## src/hdl/wsdf_pkg.sv

```systemverilog
// Package for the WebSocket frame deframer: transfer types, phase and code constants.
package wsdf_pkg;

    typedef enum logic [2:0] {
        PH_HDR0   = 3'd0,
        PH_HDR1   = 3'd1,
        PH_EXTLEN = 3'd2,
        PH_KEY    = 3'd3,
        PH_DATA   = 3'd4,
        PH_CLOSED = 3'd5
    } phase_t;

    localparam logic [3:0] OPC_CONT  = 4'h0;
    localparam logic [3:0] OPC_TEXT  = 4'h1;
    localparam logic [3:0] OPC_BIN   = 4'h2;
    localparam logic [3:0] OPC_CLOSE = 4'h8;
    localparam logic [3:0] OPC_PING  = 4'h9;

    localparam logic [6:0] LEN_INLINE_MAX = 7'd125;
    localparam logic [6:0] LEN_EXT16      = 7'd126;
    localparam logic [3:0] EXT16_BYTES    = 4'd2;
    localparam logic [3:0] EXT64_BYTES    = 4'd8;

    localparam logic [1:0] KIND_BYTE   = 2'd0;
    localparam logic [1:0] KIND_EMPTY  = 2'd1;
    localparam logic [1:0] KIND_CLOSED = 2'd2;

    localparam logic [2:0] CAUSE_CONT  = 3'd0;
    localparam logic [2:0] CAUSE_BIN   = 3'd1;
    localparam logic [2:0] CAUSE_CLOSE = 3'd2;
    localparam logic [2:0] CAUSE_OTHER = 3'd3;
    localparam logic [2:0] CAUSE_ABORT = 3'd4;

    typedef struct packed {
        logic [7:0] rx_byte;
        logic       abort;
    } item_t;

    typedef struct packed {
        logic [1:0] kind;
        logic [7:0] data;
        logic       last;
        logic       is_ping;
        logic [2:0] close_cause;
    } result_t;

endpackage

```

## src/hdl/websocket_frame_deframer.sv

```systemverilog
// Top level of the WebSocket frame deframer: header parse, unmasking and output buffering.
//
// Usage: received stream bytes arrive on the item channel (item_valid, item_stall, item),
// one byte per transfer. Each byte gives at most one result on the result channel
// (result_valid, result_stall, result): an unmasked payload byte, an empty-message marker
// or a channel-closed notice with its cause.
// A result is registered: built from the transferred byte, it enters the result register
// (or the skid register while the receiver stalls). Throughput: one byte per cycle while
// item_stall is low; the whole per-byte step (phase decode, 64-bit length count, key select
// and XOR) sits between the byte transfer and the result register.
// Stall: the result register is backed by a one-entry skid register, so a byte is still
// taken in the cycle the receiver first stalls. item_stall rises only while the skid
// register holds a result, and falls as soon as the receiver takes a transfer.
// Reset: rst_n clears the phase to the first header byte, zeroes the frame state and
// empties both result registers. After a close the block takes and drops every byte
// until the next reset.
module websocket_frame_deframer
    import wsdf_pkg::*;
(
    input  logic    clk,
    input  logic    rst_n,
    input  logic    item_valid,
    output logic    item_stall,
    input  item_t   item,
    output logic    result_valid,
    input  logic    result_stall,
    output result_t result
);

    // Frame state
    phase_t      phase_reg,   phase_next;
    logic [3:0]  opcode_reg,  opcode_next;
    logic [3:0]  ext_left_reg, ext_left_next;
    logic [63:0] remaining_reg, remaining_next;
    logic [31:0] key_reg,     key_next;
    logic [1:0]  key_idx_reg, key_idx_next;

    // Output buffering
    result_t     result_reg;
    logic        result_valid_reg;
    result_t     skid_reg;
    logic        skid_valid_reg;

    // Result produced by the byte in flight this cycle
    logic        gen_valid;
    result_t     gen;

    logic        item_take;
    logic        result_take;
    logic        ping;
    logic [6:0]  len7;
    logic [1:0]  key_idx_inc;
    logic [63:0] remaining_dec;
    logic [7:0]  key_byte;

    assign item_stall   = skid_valid_reg;
    assign item_take    = item_valid & ~skid_valid_reg;
    assign result_valid = result_valid_reg;
    assign result       = result_reg;
    assign result_take  = result_valid_reg & ~result_stall;

    assign ping          = (opcode_reg == OPC_PING);
    assign len7          = item.rx_byte[6:0];
    assign key_idx_inc   = key_idx_reg + 2'd1;
    assign remaining_dec = (remaining_reg != 64'd0) ? (remaining_reg - 64'd1) : 64'd0;

    always_comb
    begin
        case (key_idx_reg)
            2'd0:    key_byte = key_reg[31:24];
            2'd1:    key_byte = key_reg[23:16];
            2'd2:    key_byte = key_reg[15:8];
            default: key_byte = key_reg[7:0];
        endcase
    end

    // Per-byte step: next frame state and the result, if any
    always_comb
    begin
        phase_next     = phase_reg;
        opcode_next    = opcode_reg;
        ext_left_next  = ext_left_reg;
        remaining_next = remaining_reg;
        key_next       = key_reg;
        key_idx_next   = key_idx_reg;
        gen_valid      = 1'b0;
        gen            = '0;

        if (item_take && phase_reg != PH_CLOSED && phase_reg inside {PH_HDR0, PH_HDR1,
                PH_EXTLEN, PH_KEY, PH_DATA})
        begin
            if (item.abort)
            begin
                phase_next       = PH_CLOSED;
                gen_valid        = 1'b1;
                gen.kind         = KIND_CLOSED;
                gen.close_cause  = CAUSE_ABORT;
            end
            else
            begin
                case (phase_reg)
                    PH_HDR0:
                    begin
                        opcode_next = item.rx_byte[3:0];
                        phase_next  = PH_HDR1;
                    end
                    PH_HDR1:
                    begin
                        if (opcode_reg == OPC_TEXT || opcode_reg == OPC_PING)
                        begin
                            key_next     = '0;
                            key_idx_next = '0;
                            if (len7 <= LEN_INLINE_MAX)
                            begin
                                remaining_next = {57'd0, len7};
                                ext_left_next  = '0;
                                phase_next     = PH_KEY;
                            end
                            else
                            begin
                                remaining_next = '0;
                                ext_left_next  = (len7 == LEN_EXT16) ? EXT16_BYTES
                                                                     : EXT64_BYTES;
                                phase_next     = PH_EXTLEN;
                            end
                        end
                        else
                        begin
                            // Reject the frame: close with the opcode's cause
                            phase_next = PH_CLOSED;
                            gen_valid  = 1'b1;
                            gen.kind   = KIND_CLOSED;
                            case (opcode_reg)
                                OPC_CONT:  gen.close_cause = CAUSE_CONT;
                                OPC_BIN:   gen.close_cause = CAUSE_BIN;
                                OPC_CLOSE: gen.close_cause = CAUSE_CLOSE;
                                default:   gen.close_cause = CAUSE_OTHER;
                            endcase
                        end
                    end
                    PH_EXTLEN:
                    begin
                        remaining_next = {remaining_reg[55:0], item.rx_byte};
                        ext_left_next  = ext_left_reg - 4'd1;
                        if (ext_left_next == 4'd0)
                        begin
                            phase_next = PH_KEY;
                        end
                    end
                    PH_KEY:
                    begin
                        key_next     = {key_reg[23:0], item.rx_byte};
                        key_idx_next = key_idx_inc;
                        if (key_idx_inc == 2'd0)
                        begin
                            if (remaining_reg == 64'd0)
                            begin
                                phase_next  = PH_HDR0;
                                gen_valid   = 1'b1;
                                gen.kind    = KIND_EMPTY;
                                gen.last    = 1'b1;
                                gen.is_ping = ping;
                            end
                            else
                            begin
                                phase_next = PH_DATA;
                            end
                        end
                    end
                    default:
                    begin
                        // Payload byte: unmask and count down
                        key_idx_next   = key_idx_inc;
                        remaining_next = remaining_dec;
                        gen_valid      = 1'b1;
                        gen.kind       = KIND_BYTE;
                        gen.data       = item.rx_byte ^ key_byte;
                        gen.last       = (remaining_dec == 64'd0);
                        gen.is_ping    = ping;
                        if (remaining_dec == 64'd0)
                        begin
                            phase_next = PH_HDR0;
                        end
                    end
                endcase
            end
        end
    end

    always_ff @(posedge clk or negedge rst_n)
    begin
        if (!rst_n)
        begin
            phase_reg     <= PH_HDR0;
            opcode_reg    <= '0;
            ext_left_reg  <= '0;
            remaining_reg <= '0;
            key_reg       <= '0;
            key_idx_reg   <= '0;
        end
        else
        begin
            phase_reg     <= phase_next;
            opcode_reg    <= opcode_next;
            ext_left_reg  <= ext_left_next;
            remaining_reg <= remaining_next;
            key_reg       <= key_next;
            key_idx_reg   <= key_idx_next;
        end
    end

    // Output register and skid register: control
    always_ff @(posedge clk or negedge rst_n)
    begin
        if (!rst_n)
        begin
            result_valid_reg <= 1'b0;
            skid_valid_reg   <= 1'b0;
        end
        else if (skid_valid_reg)
        begin
            // Drain the skid register first; no byte is taken meanwhile
            if (result_take)
            begin
                skid_valid_reg <= 1'b0;
            end
        end
        else if (!result_valid_reg || result_take)
        begin
            result_valid_reg <= gen_valid;
        end
        else if (gen_valid)
        begin
            skid_valid_reg <= 1'b1;
        end
    end

    // Output register and skid register: payload
    always_ff @(posedge clk)
    begin
        if (skid_valid_reg)
        begin
            if (result_take)
            begin
                result_reg <= skid_reg;
            end
        end
        else if (!result_valid_reg || result_take)
        begin
            result_reg <= gen;
        end
        else if (gen_valid)
        begin
            skid_reg <= gen;
        end
    end

`ifndef ASSERT_OFF
    // A held skid entry always sits behind a presented result
    a_skid_behind_output: assert property (@(posedge clk) disable iff (!rst_n)
        skid_valid_reg |-> result_valid_reg)
        else $error("skid register holds a result while the output register is empty");

    // Nothing is produced once the channel is closed
    a_silent_when_closed: assert property (@(posedge clk) disable iff (!rst_n)
        phase_reg == PH_CLOSED |-> !gen_valid)
        else $error("result produced after channel close");

    // A close result always leaves the block in the closed phase
    a_close_sticks: assert property (@(posedge clk) disable iff (!rst_n)
        (gen_valid && gen.kind == KIND_CLOSED) |=> phase_reg == PH_CLOSED)
        else $error("close result without entering the closed phase");

    // The final payload byte returns the parser to the first header byte
    a_last_to_header: assert property (@(posedge clk) disable iff (!rst_n)
        (gen_valid && gen.kind == KIND_BYTE && gen.last) |=> phase_reg == PH_HDR0)
        else $error("last payload byte did not return to header parsing");
`endif

endmodule
```

## config.mk

```make
export PLATFORM = sky130hd
export DESIGN_NAME = websocket_frame_deframer
export DESIGN_NICKNAME = d
export VERILOG_FILES = /design/src/hdl/wsdf_pkg.sv /design/src/hdl/websocket_frame_deframer.sv
export SDC_FILE = /design/constraint.sdc
export NUM_CORES = 1
export LEC_CHECK = 0
export BUFFER_PORTS_ARGS = -buffer_cell sky130_fd_sc_hd__buf_2
export CAP_MARGIN = 20
export CELL_PAD_IN_SITES_DETAIL_PLACEMENT = 1
export CELL_PAD_IN_SITES_GLOBAL_PLACEMENT = 2
export CORE_UTILIZATION = 42
export DETAILED_ROUTE_END_ITERATION = 10
export MAX_ROUTING_LAYER = met4
export PLACE_DENSITY = 0.83
export SLEW_MARGIN = 5
export SYNTH_ARGS = -nofsm -noshare
export SYNTH_HDL_FRONTEND = slang
export SYNTH_SLANG_ARGS = --single-unit
```

## constraint.sdc

```tcl
create_clock -name clk -period 8.45 [get_ports clk]
set_clock_uncertainty 0.15 [all_clocks]
set_input_delay 0.4225 -clock clk [delete_from_list [all_inputs] [get_ports clk]]
set_output_delay 0.4225 -clock clk [all_outputs]
set_load 0.1 [all_outputs]
```

==> flow_summary.toml <==
[drt]
wl_per_cell_um = 22.9
drc_errors = 0
vias_per_cell = 6.32
routed_wl_mm = 28.1
postRouteAntennaNets = 0
vias = 7769
drtIter0Drc = 543
firstDrtPassIters = 5

[layout]
drive_above_1_share = 0.102
final-seq-area_um2 = 3680
area_growth_pct = 11.3
layout_common_cells = "o21ai_0, dfrtp_1, nor2_1"
largest_register_ffs = 64
final_common_cell = "o21ai_0"
num_antenna_cells = 0
fill_cells = 2291
multi_input_area_um2 = 4430
finalNetCount = 972

[pwr]
swShare = 0.451
p_switching_w = 0.00120
clkPwrFrac = 0.292
ir_drop_mv = 0.142
power_frac_seq = 0.349
intPower_w = 0.00146
p_per_area_nw_per_um2 = 282
p_comb_frac = 0.359
leakage_nw = 3.89

[synthesis]
synth-simple-area-share = 0.233
synth_cells = 963
synth_edf_count = 30
synthFlopType = "dfrtp_1"
async_flop_share = 0.787
synth-xor-area-share = 0.0404
netlist_area_um2 = 8450
yosys-mux-area-fraction = 0.0126
ys_ff_latch = 141
synth_compound_area_frac = 0.224
yosys.area_share.adder = 0.0118
synth_fp_nets = 984
postSynthAreaPerCell_um2 = 8.78
synth_top_family_by_area = "simple AND/OR/NAND/NOR gates"
synth.distinct_cells = 61
synth_warnings = 0
ys_seq_area_frac = 0.435

[place]
port_buffers = 29
dp_hpwl_mm = 19.4
gp_congestion = 0.926

[grt]
grt_pass1_wl_mm = 45.0
grt_usage = 0.294
grt_max_degree = 128
first_global_vias = 7896
antenna_found_initial = 0
overflow = 0

[clock_tree]
ctsHtreeMaxLevel = 4
cts_made_buffers = 17
cts.sinks = 141
path_clk_slew_ns = 0.07
clock_latency_ns = 0.44
clockBufferDepth = 2
clockRootBuffer = "clkbuf_16"
cts_tree = "built"
post_cts_buffers = 0
cts_hold_buf = 1
post_cts_resized = 0

[sta]
setup_viol = 0
finalCriticalPeriod_ns = 4.91
tns_ns = 0
slew_viol_final = 0
whs_ns = 0.0950
fin_crit_sh = 0.581
rsz0062_at_grt = "false"
max_freq_ghz = 0.204
finalHoldViolations = 0
max-slew-margin-rel = 0.259
worst_pin_slew_ns = 1.11

[setup_path]
worst-path-max-fanout = 13
worst_setup_path_start_kind = "flip-flop"
critPathArrivalTime_ns = 5.06
required_ns = 8.60
end_kind = "flip-flop"
crit_type = "flip-flop to flip-flop"

[outcome]
status = "finished, final reports clean"

[floorplan]
pin_count = 30
rows = 51
fp.dieH_um = 144
dieArea_um2 = 20700
initial_utilization = 0.432
coreArea_um2 = 19600
die_w_um = 144

[run]
maxCapViolations = 0

[min_path]
hp-class = "primary input to flip-flop"
## per-stage QoR
step | std cells | util | total power, W | worst slack (ns) | instance area, um2
after detailed placement | 1195 | 0.448 | 0.00188 | 3.61 | 8780
after floorplan | 963 | - | 0.00159 | 4.73 | 8450
after global placement | 1193 | 0.446 | 0.00184 | 3.77 | 8740
final | 1229 | 0.480 | 0.00265 | 3.54 | 9410
after CTS | 1228 | 0.479 | 0.00266 | 3.57 | 9380
after global routing | 1229 | 0.480 | 0.00279 | 3.26 | 9410
## cell families after synthesis
| kind of cell | count (synthesis) |
|---|---|
| buffers and inverters | 95 |
| multiplexers | 10 |
| XOR/XNOR | 39 |
| AND/OR/NAND/NOR | 368 |
| AO/OA/AOI/OAI | 302 |
| adder cells (fa/ha/maj) | 8 |
| flip-flops | 141 |
## worst max-delay path, stage by stage (launching register included)
cell	delay, ns
dfrtp_1	0.44
inv_1	0.12
ha_1	0.28
nor3b_2	0.77
nand4_1	0.19
nor4_1	0.80
xor2_1	0.15
nor4_1	0.43
nand4_1	0.23
or4_1	0.56
a211o_1	0.35
nand2_1	0.16
a22o_1	0.15
## layout make-up
type / instances / area share
multi-input cells: 727 / 0.471
repair buffers: 41 / 0.0306
well taps: 265 / 0.0352
flip-flops and latches: 141 / 0.391
clock buffers: 17 / 0.0452
inverters: 23 / 0.00917
clock inverters: 15 / 0.0179
## cell usage after synthesis (18+ instances only)
library cell    n  area (um2)
inv_1          23        86.3
nor2_1        102         383
nand2_1        70         263
nor3_1         47         235
clkbuf_1       63         236
a21oi_1        59         295
dfrtp_1       111        2780
a22o_1         35         307
o21ai_0       120         601
edfxtp_1       30         901
nor4_1         39         244
nand4_1        18         113
xnor2_1        28         245
## layer usage
layer / vias up / part of all wire / global-route usage
li1: 3570 / - / -
met1: 3946 / 0.44 / 0.370
met2: 211 / 0.49 / 0.478
met3: 42 / 0.041 / 0.0513
met4: 0 / 0.024 / 0.0952
met5: - / 0 / -
## worst paths after layout
check | start | to | slack [ns] | cells after the start
max | remaining_reg[0]$_DFFE_PN0P_ | result[4]$_DFFE_PP_ | 3.54 | 12
min | item[0] | phase_reg[1]$_DFFE_PN0P_ | 0.09 | 2
max reg2reg | remaining_reg[0]$_DFFE_PN0P_ | result[4]$_DFFE_PP_ | 3.54 | 12
min reg2reg | key_reg[27]$_DFFE_PN0P_ | key_reg[27]$_DFFE_PN0P_ | 0.36 | 1
max in group asynchronous | rst_n | remaining_reg[42]$_DFFE_PN0P_ | 6.45 | 3
min in group asynchronous | rst_n | key_reg[22]$_DFFE_PN0P_ | 0.38 | 2
## power by group through the flow
| stage | sequential [W] | clock (W) | combinational [W] |
|---|---|---|---|
| 2_1_floorplan | 0.00104 | 0 | 0.000553 |
| 3_3_place_gp | 0.000931 | 0 | 0.000910 |
| 3_5_place_dp | 0.000935 | 0 | 0.000942 |
| 4_1_cts | 0.000923 | 0.000789 | 0.000949 |
| 5_1_grt | 0.000938 | 0.000818 | 0.00103 |
| 6_report | 0.000926 | 0.000776 | 0.000953 |
Power figures use the tool's default switching activity.
